**config.mk**
```make
export PLATFORM = sky130hd
export DESIGN_NAME = srec_record_word_loader
export DESIGN_NICKNAME = d
export VERILOG_FILES = /design/src/hw/rtl/srl_pkg.sv /design/src/hw/rtl/srec_record_word_loader.sv /design/src/hw/rtl/srl_ram.sv /design/src/hw/rtl/srl_decode.sv /design/src/hw/rtl/srl_alu.sv
export SDC_FILE = /design/constraint.sdc
export NUM_CORES = 2
export LEC_CHECK = 0
export BUFFER_PORTS_ARGS = -buffer_cell sky130_fd_sc_hd__buf_4
export CAP_MARGIN = 20
export CORE_MARGIN = 2
export CORE_UTILIZATION = 45
export CTS_CLUSTER_DIAMETER = 120
export DETAILED_ROUTE_END_ITERATION = 6
export MAX_ROUTING_LAYER = met4
export PLACE_DENSITY = 0.62
export SLEW_MARGIN = 20
export SYNTH_ARGS = -nofsm -noshare
export SYNTH_HDL_FRONTEND = slang
export SYNTH_HIERARCHICAL = 1
export SYNTH_SLANG_ARGS = --single-unit
```
**constraint.sdc**
```tcl
create_clock -name clk -period 9.7 [get_ports clk]
set_input_delay 0.485 -clock clk [delete_from_list [all_inputs] [get_ports clk]]
set_output_delay 0.485 -clock clk [all_outputs]
set_load 0.05 [all_outputs]
```
**src/hw/rtl/srl_pkg.sv**
```systemverilog
// Shared types, codes and decode helpers for the S-record word loader.
package srl_pkg;

    localparam logic [7:0] CH_S    = 8'h53;
    localparam logic [7:0] CH_ZERO = 8'h30;
    localparam logic [7:0] CH_NINE = 8'h39;
    localparam logic [7:0] CH_UA   = 8'h41;
    localparam logic [7:0] CH_UF   = 8'h46;
    localparam logic [7:0] CH_LA   = 8'h61;
    localparam logic [7:0] CH_LF   = 8'h66;

    localparam logic [19:0] MAX_WORDS_RESET = 20'hFFFFF;
    localparam logic [3:0]  TYPE_WORDS      = 4'd3;

    typedef enum logic [1:0] {
        KIND_WORD   = 2'd0,
        KIND_RECORD = 2'd1,
        KIND_ERROR  = 2'd2
    } kind_t;

    typedef enum logic [2:0] {
        ERR_NONE     = 3'd0,
        ERR_NO_S     = 3'd1,
        ERR_BAD_TYPE = 3'd2,
        ERR_BAD_HEX  = 3'd3,
        ERR_BAD_LEN  = 3'd4,
        ERR_CHECKSUM = 3'd5,
        ERR_LIMIT    = 3'd6
    } err_t;

    typedef enum logic [2:0] {
        PH_WAIT,
        PH_TYPE,
        PH_COUNT,
        PH_ADDR,
        PH_DATA,
        PH_SUM
    } phase_t;

    typedef enum logic [2:0] {
        SQ_IDLE,
        SQ_EXEC,
        SQ_CHECK,
        SQ_READ,
        SQ_WORD,
        SQ_STATUS,
        SQ_ERROR
    } seq_t;

    typedef enum logic {
        ALU_ADD,
        ALU_SUB
    } alu_op_t;

    typedef struct packed {
        logic       is_s;
        logic       is_digit;
        logic [3:0] digit;
        logic       type_ok;
        logic       is_hex;
        logic [3:0] hex;
    } char_class_t;

    typedef struct packed {
        logic [19:0] result;
        logic        borrow;
    } alu_out_t;

    function automatic logic type_valid(input logic [3:0] t);
        case (t)
            4'd0, 4'd1, 4'd2, 4'd3, 4'd5, 4'd6, 4'd7, 4'd8, 4'd9: type_valid = 1'b1;
            default: type_valid = 1'b0;
        endcase
    endfunction

    function automatic logic [2:0] addr_len(input logic [3:0] t);
        case (t)
            4'd0, 4'd1, 4'd9: addr_len = 3'd2;
            4'd2, 4'd8:       addr_len = 3'd3;
            4'd3, 4'd7:       addr_len = 3'd4;
            default:          addr_len = 3'd0;
        endcase
    endfunction

    // Smallest legal byte count: address bytes plus the checksum byte.
    function automatic logic [2:0] count_min(input logic [3:0] t);
        case (t)
            4'd0, 4'd1, 4'd9: count_min = 3'd3;
            4'd2, 4'd8:       count_min = 3'd4;
            4'd3, 4'd7:       count_min = 3'd5;
            default:          count_min = 3'd1;
        endcase
    endfunction

endpackage

```
**src/hw/rtl/srec_record_word_loader.sv**
```systemverilog
// S-record character parser that delivers checked type 3 data as 32-bit words.
//
//  channel | signals                        | content
//  --------+--------------------------------+-----------------------------------
//  s       | s_tvalid s_tready s_tdata s_tuser | one record character per request
//  m       | m_tvalid m_tready m_tdata m_tuser m_tlast | words, record status, errors
//  cfg     | cfg_valid cfg_ready cfg_data   | max_words register write
//
// A character is accepted, then executed; the byte count and checksum
// bytes also pass a check step in the shared add/subtract unit.
// After a good checksum each buffered word is read from RAM and emitted, then one
// status request follows (an error at the max_words limit); errors give one request.
// Reset clears all control state; the word buffer needs no clearing.
// The output register lets the block run on while one request waits on m_tready.
module srec_record_word_loader
    import srl_pkg::*;
#(
    parameter int WORD_BUFFER_DEPTH = 64
) (
    input  logic        clk,
    input  logic        rst_n,
    input  logic        s_tvalid,
    output logic        s_tready,
    input  logic [7:0]  s_tdata,   // [7:0] ch
    input  logic [1:0]  s_tuser,   // [0] line_start, [1] new_load
    output logic        m_tvalid,
    input  logic        m_tready,
    output logic [95:0] m_tdata,   // [31:0] word_value, [51:32] word_index,
                                   // [55:52] record_kind, [87:56] record_address,
                                   // [90:88] error_code, [95:91] zero
    output logic [1:0]  m_tuser,   // [1:0] kind
    output logic        m_tlast,
    input  logic        cfg_valid,
    output logic        cfg_ready,
    input  logic [19:0] cfg_data
);

    localparam int AW        = WORD_BUFFER_DEPTH > 1 ? $clog2(WORD_BUFFER_DEPTH) : 1;
    localparam int CW        = $clog2(WORD_BUFFER_DEPTH + 1);
    localparam int MAX_BYTES = 4 * WORD_BUFFER_DEPTH;

    seq_t         state_reg, state_next;
    phase_t       phase_reg, phase_next;
    logic [7:0]   ch_reg;
    logic         ls_reg;
    logic         hi_seen_reg, hi_seen_next;
    logic [3:0]   nib_reg, nib_next;
    logic [7:0]   byte_reg, byte_next;
    logic [3:0]   rtype_reg, rtype_next;
    logic [2:0]   addr_left_reg, addr_left_next;
    logic [31:0]  addr_reg, addr_next;
    logic [7:0]   bytes_left_reg, bytes_left_next;
    logic [7:0]   sum_reg, sum_next;
    logic [1:0]   byte_pos_reg, byte_pos_next;
    logic [23:0]  word_acc_reg, word_acc_next;
    logic [CW-1:0] nwords_reg, nwords_next;
    logic [CW-1:0] drain_idx_reg, drain_idx_next;
    logic [19:0]  loaded_reg, loaded_next;
    logic         halted_reg, halted_next;
    logic         limit_hit_reg, limit_hit_next;
    err_t         err_reg, err_next;
    logic [19:0]  max_words_reg;

    logic         m_tvalid_reg;
    logic [95:0]  m_tdata_reg;
    logic [1:0]   m_tuser_reg;
    logic         m_tlast_reg;

    char_class_t  cls;
    alu_op_t      alu_op;
    logic [19:0]  alu_a, alu_b;
    alu_out_t     alu_res;

    logic         ram_wr_en, ram_rd_en;
    logic [31:0]  ram_rd_data;

    logic         in_accept, halted_eff, out_free;
    logic [7:0]   byte_now;
    logic [2:0]   al;
    logic [7:0]   bl;
    logic         ex_err, ex_check, ck_err, ck_drain;
    err_t         ex_code, ck_code;

    logic         out_load;
    kind_t        out_kind;
    logic [31:0]  out_word;
    err_t         out_err;
    logic         out_last;

    srl_decode u_decode (
        .ch  (ch_reg),
        .cls (cls)
    );

    srl_alu u_alu (
        .op  (alu_op),
        .a   (alu_a),
        .b   (alu_b),
        .res (alu_res)
    );

    srl_ram #(
        .WIDTH (32),
        .DEPTH (WORD_BUFFER_DEPTH)
    ) u_store (
        .clk     (clk),
        .wr_en   (ram_wr_en),
        .wr_addr (nwords_reg[AW-1:0]),
        .wr_data ({word_acc_reg, byte_now}),
        .rd_en   (ram_rd_en),
        .rd_addr (drain_idx_reg[AW-1:0]),
        .rd_data (ram_rd_data)
    );

    assign cfg_ready = 1'b1;
    assign in_accept = s_tvalid && s_tready;
    assign halted_eff = halted_reg && !s_tuser[1];
    assign out_free = !m_tvalid_reg || m_tready;
    assign byte_now = {nib_reg, cls.hex};
    assign al = addr_len(rtype_reg);
    assign bl = alu_res.result[7:0];

    always_comb
    begin
        ex_err   = 1'b0;
        ex_code  = ERR_NONE;
        ex_check = 1'b0;
        if (ls_reg)
        begin
            if (phase_reg != PH_WAIT)
            begin
                ex_err  = 1'b1;
                ex_code = ERR_BAD_LEN;
            end
            else if (!cls.is_s)
            begin
                ex_err  = 1'b1;
                ex_code = ERR_NO_S;
            end
        end
        else if (phase_reg == PH_TYPE)
        begin
            if (!cls.type_ok)
            begin
                ex_err  = 1'b1;
                ex_code = ERR_BAD_TYPE;
            end
        end
        else if (phase_reg != PH_WAIT)
        begin
            if (!cls.is_hex)
            begin
                ex_err  = 1'b1;
                ex_code = ERR_BAD_HEX;
            end
            else if (hi_seen_reg && (phase_reg == PH_COUNT || phase_reg == PH_SUM))
            begin
                ex_check = 1'b1;
            end
        end

        ck_err   = 1'b0;
        ck_code  = ERR_NONE;
        ck_drain = 1'b0;
        if (phase_reg == PH_COUNT)
        begin
            if (alu_res.borrow || ((rtype_reg == TYPE_WORDS) &&
                ((bl[1:0] != 2'd0) || ({1'b0, bl} > 9'(MAX_BYTES)))))
            begin
                ck_err  = 1'b1;
                ck_code = ERR_BAD_LEN;
            end
        end
        else if (alu_res.result != 20'd0)
        begin
            ck_err  = 1'b1;
            ck_code = ERR_CHECKSUM;
        end
        else
        begin
            ck_drain = (rtype_reg == TYPE_WORDS) && (nwords_reg != '0);
        end
    end

    always_comb
    begin
        state_next = state_reg;
        case (state_reg)
            SQ_IDLE:
            begin
                if (in_accept && !halted_eff)
                begin
                    state_next = SQ_EXEC;
                end
            end
            SQ_EXEC:
            begin
                if (ex_err)
                begin
                    state_next = SQ_ERROR;
                end
                else if (ex_check)
                begin
                    state_next = SQ_CHECK;
                end
                else
                begin
                    state_next = SQ_IDLE;
                end
            end
            SQ_CHECK:
            begin
                if (ck_err)
                begin
                    state_next = SQ_ERROR;
                end
                else if (phase_reg == PH_COUNT)
                begin
                    state_next = SQ_IDLE;
                end
                else if (ck_drain)
                begin
                    state_next = SQ_READ;
                end
                else
                begin
                    state_next = SQ_STATUS;
                end
            end
            SQ_READ:
            begin
                state_next = (drain_idx_reg == nwords_reg) ? SQ_STATUS : SQ_WORD;
            end
            SQ_WORD:
            begin
                if (limit_hit_reg)
                begin
                    state_next = SQ_ERROR;
                end
                else if (out_free)
                begin
                    state_next = SQ_READ;
                end
            end
            SQ_STATUS, SQ_ERROR:
            begin
                if (out_free)
                begin
                    state_next = SQ_IDLE;
                end
            end
            default: state_next = SQ_IDLE;
        endcase
    end

    always_comb
    begin
        s_tready  = (state_reg == SQ_IDLE);
        ram_rd_en = 1'b0;
        ram_wr_en = 1'b0;
        alu_op    = ALU_ADD;
        alu_a     = {12'd0, sum_reg};
        alu_b     = {12'd0, byte_now};
        out_load  = 1'b0;
        out_kind  = KIND_WORD;
        out_word  = ram_rd_data;
        out_err   = ERR_NONE;
        out_last  = 1'b0;
        case (state_reg)
            SQ_EXEC:
            begin
                ram_wr_en = !ls_reg && (phase_reg == PH_DATA) && cls.is_hex &&
                            hi_seen_reg && (rtype_reg == TYPE_WORDS) &&
                            (byte_pos_reg == 2'd3);
            end
            SQ_CHECK:
            begin
                alu_op = ALU_SUB;
                alu_a  = {12'd0, byte_reg};
                alu_b  = (phase_reg == PH_COUNT) ? {17'd0, count_min(rtype_reg)}
                                                 : {12'd0, ~sum_reg};
            end
            SQ_READ:
            begin
                ram_rd_en = (drain_idx_reg != nwords_reg);
                alu_op    = ALU_SUB;
                alu_a     = loaded_reg;
                alu_b     = max_words_reg;
            end
            SQ_WORD:
            begin
                alu_a    = loaded_reg;
                alu_b    = 20'd1;
                out_load = !limit_hit_reg && out_free;
            end
            SQ_STATUS:
            begin
                out_load = out_free;
                out_kind = KIND_RECORD;
                out_word = '0;
                out_last = 1'b1;
            end
            SQ_ERROR:
            begin
                out_load = out_free;
                out_kind = KIND_ERROR;
                out_word = '0;
                out_err  = err_reg;
                out_last = 1'b1;
            end
            default:
            begin
                out_load = 1'b0;
            end
        endcase
    end

    always_comb
    begin
        phase_next      = phase_reg;
        hi_seen_next    = hi_seen_reg;
        nib_next        = nib_reg;
        byte_next       = byte_reg;
        rtype_next      = rtype_reg;
        addr_left_next  = addr_left_reg;
        addr_next       = addr_reg;
        bytes_left_next = bytes_left_reg;
        sum_next        = sum_reg;
        byte_pos_next   = byte_pos_reg;
        word_acc_next   = word_acc_reg;
        nwords_next     = nwords_reg;
        drain_idx_next  = drain_idx_reg;
        loaded_next     = loaded_reg;
        halted_next     = halted_reg;
        limit_hit_next  = limit_hit_reg;
        err_next        = err_reg;
        case (state_reg)
            SQ_IDLE:
            begin
                if (in_accept && s_tuser[1])
                begin
                    loaded_next = '0;
                    halted_next = 1'b0;
                end
            end
            SQ_EXEC:
            begin
                if (ex_err)
                begin
                    err_next    = ex_code;
                    halted_next = 1'b1;
                    phase_next  = PH_WAIT;
                    if (phase_reg == PH_TYPE && !ls_reg && cls.is_digit)
                    begin
                        rtype_next = cls.digit;
                    end
                end
                else if (ls_reg)
                begin
                    phase_next      = PH_TYPE;
                    hi_seen_next    = 1'b0;
                    nib_next        = '0;
                    rtype_next      = '0;
                    addr_next       = '0;
                    sum_next        = '0;
                    byte_pos_next   = '0;
                    nwords_next     = '0;
                    bytes_left_next = '0;
                    addr_left_next  = '0;
                end
                else if (phase_reg == PH_TYPE)
                begin
                    rtype_next = cls.digit;
                    phase_next = PH_COUNT;
                end
                else if (phase_reg != PH_WAIT)
                begin
                    if (!hi_seen_reg)
                    begin
                        nib_next     = cls.hex;
                        hi_seen_next = 1'b1;
                    end
                    else
                    begin
                        hi_seen_next = 1'b0;
                        byte_next    = byte_now;
                        if (phase_reg != PH_SUM)
                        begin
                            sum_next = alu_res.result[7:0];
                        end
                        if (phase_reg == PH_ADDR)
                        begin
                            addr_next      = {addr_reg[23:0], byte_now};
                            addr_left_next = addr_left_reg - 3'd1;
                            if (addr_left_reg == 3'd1)
                            begin
                                phase_next = (bytes_left_reg != 8'd0) ? PH_DATA : PH_SUM;
                            end
                        end
                        else if (phase_reg == PH_DATA)
                        begin
                            if (rtype_reg == TYPE_WORDS)
                            begin
                                word_acc_next = {word_acc_reg[15:0], byte_now};
                                byte_pos_next = byte_pos_reg + 2'd1;
                                if (byte_pos_reg == 2'd3)
                                begin
                                    nwords_next = nwords_reg + CW'(1);
                                end
                            end
                            bytes_left_next = bytes_left_reg - 8'd1;
                            if (bytes_left_reg == 8'd1)
                            begin
                                phase_next = PH_SUM;
                            end
                        end
                    end
                end
            end
            SQ_CHECK:
            begin
                if (ck_err)
                begin
                    err_next    = ck_code;
                    halted_next = 1'b1;
                    phase_next  = PH_WAIT;
                end
                else if (phase_reg == PH_COUNT)
                begin
                    bytes_left_next = bl;
                    addr_left_next  = al;
                    if (al != 3'd0)
                    begin
                        phase_next = PH_ADDR;
                    end
                    else
                    begin
                        phase_next = (bl != 8'd0) ? PH_DATA : PH_SUM;
                    end
                end
                else
                begin
                    phase_next     = PH_WAIT;
                    drain_idx_next = '0;
                end
            end
            SQ_READ:
            begin
                limit_hit_next = !alu_res.borrow;
            end
            SQ_WORD:
            begin
                if (limit_hit_reg)
                begin
                    err_next    = ERR_LIMIT;
                    halted_next = 1'b1;
                    phase_next  = PH_WAIT;
                end
                else if (out_free)
                begin
                    loaded_next    = alu_res.result;
                    drain_idx_next = drain_idx_reg + CW'(1);
                end
            end
            default:
            begin
                err_next = err_reg;
            end
        endcase
    end

    always_ff @(posedge clk or negedge rst_n)
    begin
        if (!rst_n)
        begin
            state_reg      <= SQ_IDLE;
            phase_reg      <= PH_WAIT;
            hi_seen_reg    <= 1'b0;
            nib_reg        <= '0;
            rtype_reg      <= '0;
            addr_left_reg  <= '0;
            addr_reg       <= '0;
            bytes_left_reg <= '0;
            sum_reg        <= '0;
            byte_pos_reg   <= '0;
            nwords_reg     <= '0;
            drain_idx_reg  <= '0;
            loaded_reg     <= '0;
            halted_reg     <= 1'b0;
            limit_hit_reg  <= 1'b0;
            err_reg        <= ERR_NONE;
            max_words_reg  <= MAX_WORDS_RESET;
            m_tvalid_reg   <= 1'b0;
        end
        else
        begin
            state_reg      <= state_next;
            phase_reg      <= phase_next;
            hi_seen_reg    <= hi_seen_next;
            nib_reg        <= nib_next;
            rtype_reg      <= rtype_next;
            addr_left_reg  <= addr_left_next;
            addr_reg       <= addr_next;
            bytes_left_reg <= bytes_left_next;
            sum_reg        <= sum_next;
            byte_pos_reg   <= byte_pos_next;
            nwords_reg     <= nwords_next;
            drain_idx_reg  <= drain_idx_next;
            loaded_reg     <= loaded_next;
            halted_reg     <= halted_next;
            limit_hit_reg  <= limit_hit_next;
            err_reg        <= err_next;
            if (cfg_valid && cfg_ready)
            begin
                max_words_reg <= cfg_data;
            end
            if (out_load)
            begin
                m_tvalid_reg <= 1'b1;
            end
            else if (m_tready)
            begin
                m_tvalid_reg <= 1'b0;
            end
        end
    end

    always_ff @(posedge clk)
    begin
        if (in_accept)
        begin
            ch_reg <= s_tdata;
            ls_reg <= s_tuser[0];
        end
        byte_reg     <= byte_next;
        word_acc_reg <= word_acc_next;
        if (out_load)
        begin
            m_tdata_reg <= {5'd0, out_err, addr_reg, rtype_reg, loaded_reg, out_word};
            m_tuser_reg <= out_kind;
            m_tlast_reg <= out_last;
        end
    end

    assign m_tvalid = m_tvalid_reg;
    assign m_tdata  = m_tdata_reg;
    assign m_tuser  = m_tuser_reg;
    assign m_tlast  = m_tlast_reg;

    a_nwords_bound: assert property (@(posedge clk) disable iff (!rst_n)
        nwords_reg <= CW'(WORD_BUFFER_DEPTH))
        else $error("word buffer count exceeds its depth");

    a_drain_bound: assert property (@(posedge clk) disable iff (!rst_n)
        (state_reg == SQ_READ || state_reg == SQ_WORD) |-> drain_idx_reg <= nwords_reg)
        else $error("drain index passed the buffered word count");

    a_error_halts: assert property (@(posedge clk) disable iff (!rst_n)
        state_reg == SQ_ERROR |-> halted_reg && phase_reg == PH_WAIT)
        else $error("error request without halt");

    a_only_words_mid_run: assert property (@(posedge clk) disable iff (!rst_n)
        out_load && !out_last |-> out_kind == KIND_WORD)
        else $error("non-word request without last");

endmodule

```
**src/hw/rtl/srl_ram.sv**
```systemverilog
// Generic single-write, single-read RAM with registered read data.
module srl_ram #(
    parameter int WIDTH = 32,
    parameter int DEPTH = 64
) (
    input  logic                                   clk,
    input  logic                                   wr_en,
    input  logic [(DEPTH > 1 ? $clog2(DEPTH) : 1)-1:0] wr_addr,
    input  logic [WIDTH-1:0]                       wr_data,
    input  logic                                   rd_en,
    input  logic [(DEPTH > 1 ? $clog2(DEPTH) : 1)-1:0] rd_addr,
    output logic [WIDTH-1:0]                       rd_data
);

    logic [WIDTH-1:0] mem [DEPTH];
    logic [WIDTH-1:0] rd_data_reg;

    always_ff @(posedge clk)
    begin
        if (wr_en)
        begin
            mem[wr_addr] <= wr_data;
        end
        if (rd_en)
        begin
            rd_data_reg <= mem[rd_addr];
        end
    end

    assign rd_data = rd_data_reg;

endmodule

```
**src/hw/rtl/srl_decode.sv**
```systemverilog
// Character classifier: record mark, type digit and hex digit decode.
module srl_decode
    import srl_pkg::*;
(
    input  logic [7:0]  ch,
    output char_class_t cls
);

    logic       digit;
    logic       upper;
    logic       lower;
    logic [3:0] dval;

    always_comb
    begin
        digit = (ch >= CH_ZERO) && (ch <= CH_NINE);
        upper = (ch >= CH_UA) && (ch <= CH_UF);
        lower = (ch >= CH_LA) && (ch <= CH_LF);
        dval  = 4'(ch - CH_ZERO);

        cls.is_s     = (ch == CH_S);
        cls.is_digit = digit;
        cls.digit    = dval;
        cls.type_ok  = digit && type_valid(dval);
        cls.is_hex   = digit || upper || lower;
        cls.hex      = digit ? dval : 4'(ch[3:0] + 4'd9);
    end

endmodule

```
**src/hw/rtl/srl_alu.sv**
```systemverilog
// Shared 20-bit add/subtract unit used for sums, length checks and word limits.
module srl_alu
    import srl_pkg::*;
(
    input  alu_op_t     op,
    input  logic [19:0] a,
    input  logic [19:0] b,
    output alu_out_t    res
);

    logic [20:0] wide;

    always_comb
    begin
        case (op)
            ALU_ADD: wide = {1'b0, a} + {1'b0, b};
            ALU_SUB: wide = {1'b0, a} - {1'b0, b};
            default: wide = '0;
        endcase
        res.result = wide[19:0];
        res.borrow = (op == ALU_SUB) && wide[20];
    end

endmodule

```
==> qor.yml <==
drtIter0Drc: 5768
max_freq_ghz: 0.131
antenna_found_initial: 11
final_nets: 5034
p_sw_frac: 0.325
drc: 0
place_congestion: 0.841
hold_class: "in -> reg"
die_h_um: 457
initial_core_util: 0.452
async_flop_share: 0.0546
cts_buffers: 227
io_pins: 137
crit_type: "reg -> reg"
area_growth_pct: 13.5
path_delay_family: "simple AND/OR/NAND/NOR gates"
leakage_nw: 34.1
overflow: 0
largest_register_ffs: 2048
synth_seq_cells: 2343
yosys-top-cells-count: "2,215 x edfxtp_1, 446 x mux4_2, 195 x mux2i_1"
min_period_over_period: 0.785
grt_setup_unrepaired: "no"
yosys.area.top_type: "edfxtp_1"
dr.pass1.iters: 6
ys.flop_type: "edfxtp_1"
critPathLaunchType: "flip-flop"
clock_sinks: 2343
p_sw_w: 0.00930
setup_viol: 0
ys_warn_count: 6
cts_resized: 0
cp-end-kind: "flip-flop"
crit_buf_inv: 3
powerDensity_nw_per_um2: 273
hold_viol_final: 0
p_comb_frac: 0.283
cpPeakStageDelay_ps: 810
ctsHtreeMaxLevel: 4
die_w_um: 457
track_usage: 0.236
crit_top_cell: "nor2_1"
clk_pin_slew_worst_paths_ps: 70
core_area_sq_um: 204000
grt_max_degree: 99
port_buffers: 130
finalSetupTns_ps: 0
synth_top_cell_area_share: 0.720
grt_pass1_vias: 47205
period_minus_slack_ps: 7610
fin_skew_ps: 48.9
root_buffer: "clkbuf_16"
fill_cells: 16092
grt_pass1_wl_mm: 343
synthTopCellsByArea: "edfxtp_1 72%, mux4_2 11%, dfrtp_1 2.9%"
fin_util: 0.513
worstPathRequired_ps: 10530
seqPwrFrac: 0.415
internal_power_w: 0.0193
drive_gt1_frac: 0.245
vias_per_cell: 6.06
clock_latency_ps: 900
hpwl_mm: 132
cap_violations: 0
cts_tree: "done"
pwr-share-clk: 0.302
drv_slew: 0
syn_avg_cell_area_sq_um: 19.8
worst_pin_slew_ps: 1100
post-synth-top-count-cell: "edfxtp_1"
die_area_sq_um: 209000
slew-limit-headroom: 0.267
crit_fanout: 68
synthesis.area_sq_um: 92300
clockBufferDepth: 3
ant_nets: 0
syn_inst: 4667
arrival_ps: 8440
wl_per_cell_um: 30.5
row_count: 166
wl_mm: 240
outcome: "finished clean"
ys_seq_area_frac: 0.755
cp_slowest_cell: "nor3_1"
synth.distinct_cells: 106
synth_edf_count: 2215
vias: 47699
peakVddDrop_mv: 0.196
[stage by stage]
step / std cells / setup WS, ps / area (sq um) / power [W] / hold WS [ps]
6_report: 7866 / 2090 / 105000 / 0.0286 / 78.9
5_1_grt: 7854 / 1310 / 105000 / 0.0297 / 52.6
4_1_cts: 7846 / 2060 / 105000 / 0.0288 / 25.7
3_5_place_dp: 7385 / 2070 / 97000 / 0.0202 / 431
3_3_place_gp: 7381 / 2110 / 97000 / 0.0202 / 431
2_1_floorplan: 4671 / 2520 / 92300 / 0.0176 / 189
[power groups by stage]
stage / clock, W / combinational (W) / sequential (W)
6_report: 0.00864 / 0.00811 / 0.0119
5_1_grt: 0.00917 / 0.00857 / 0.0119
4_1_cts: 0.00878 / 0.00813 / 0.0119
3_5_place_dp: 0 / 0.00810 / 0.0121
3_3_place_gp: 0 / 0.00808 / 0.0121
2_1_floorplan: 0 / 0.00518 / 0.0124
[worst paths after layout]
check	from	endpoint	slack, ps	depth (start not counted)
min in group asynchronous	rst_n	addr_reg[27]$_DFFE_PN0P_	200	2
min	cfg_valid	max_words_reg[4]$_DFFE_PN1P_	80	2
max reg2reg	ch_reg[0]$_DFFE_PP_	state_reg[1]$_DFFE_PN0P_	2090	29
min reg2reg	addr_reg[25]$_DFFE_PN0P_	m_tdata[81]$_DFFE_PP_	450	0
max	ch_reg[0]$_DFFE_PP_	state_reg[1]$_DFFE_PN0P_	2090	29
max in group asynchronous	rst_n	drain_idx_reg[2]$_DFFE_PN0P_	8150	3
[layout make-up]
type / count / area, sq um / share of cell area
Antenna cell: 15 / 37.5 / 0.000358
Clock buffer: 275 / 5930 / 0.0566
Clock inverter: 153 / 1390 / 0.0132
Inverter: 38 / 143 / 0.00136
Multi-Input combinational cell: 2022 / 21500 / 0.205
Sequential cell: 2343 / 69800 / 0.666
Tap cell: 2688 / 3360 / 0.0321
Timing Repair Buffer: 332 / 2710 / 0.0259
[cells in the final DEF, fill, tap and decap left out, types with 28 or more instances in the layout]
cell type      instances
nand3_1               93
a22o_1                34
a31oi_1               28
a22oi_1              143
o22ai_1               48
clkbuf_16            228
mux2i_1              195
nor2_1                96
dlygate4sd3_1         33
and2_1                50
and3_1                28
o21ai_0               71
ha_1                  34
buf_4                284
clkinv_1              61
nor2_4                69
edfxtp_1            2215
a21oi_1               70
mux4_2               446
clkbuf_1              42
dfrtp_1               99
inv_1                 37
nor2b_1               28
mux2_2                30
nand2_1              166
clkinv_2              42
[repair_timing]
action	CTS	global route
hold endpoints to repair	87	0
buffers inserted	0	0
hold buffers	33	0
[logic make-up (layout without fill, tap and decap cells)]
group,count (synthesis),after routing,share of synthesized area
other cells,2,21,0.0000813
fa+ha+maj,35,35,0.00482
buf+inv,306,798,0.0189
xor+xnor,49,49,0.00465
flops,2343,2343,0.755
simple gates,673,673,0.0366
compound gates,587,587,0.0458
mux,672,672,0.134
[layer usage]
metal	track usage	wire [um]	vias up
li1	-	-	19806
met1	0.324	97900	25518
met2	0.366	115000	2075
met3	0.0376	20400	300
met4	0.0702	6580	0
met5	-	0	-
Power figures use the tool's default switching activity.
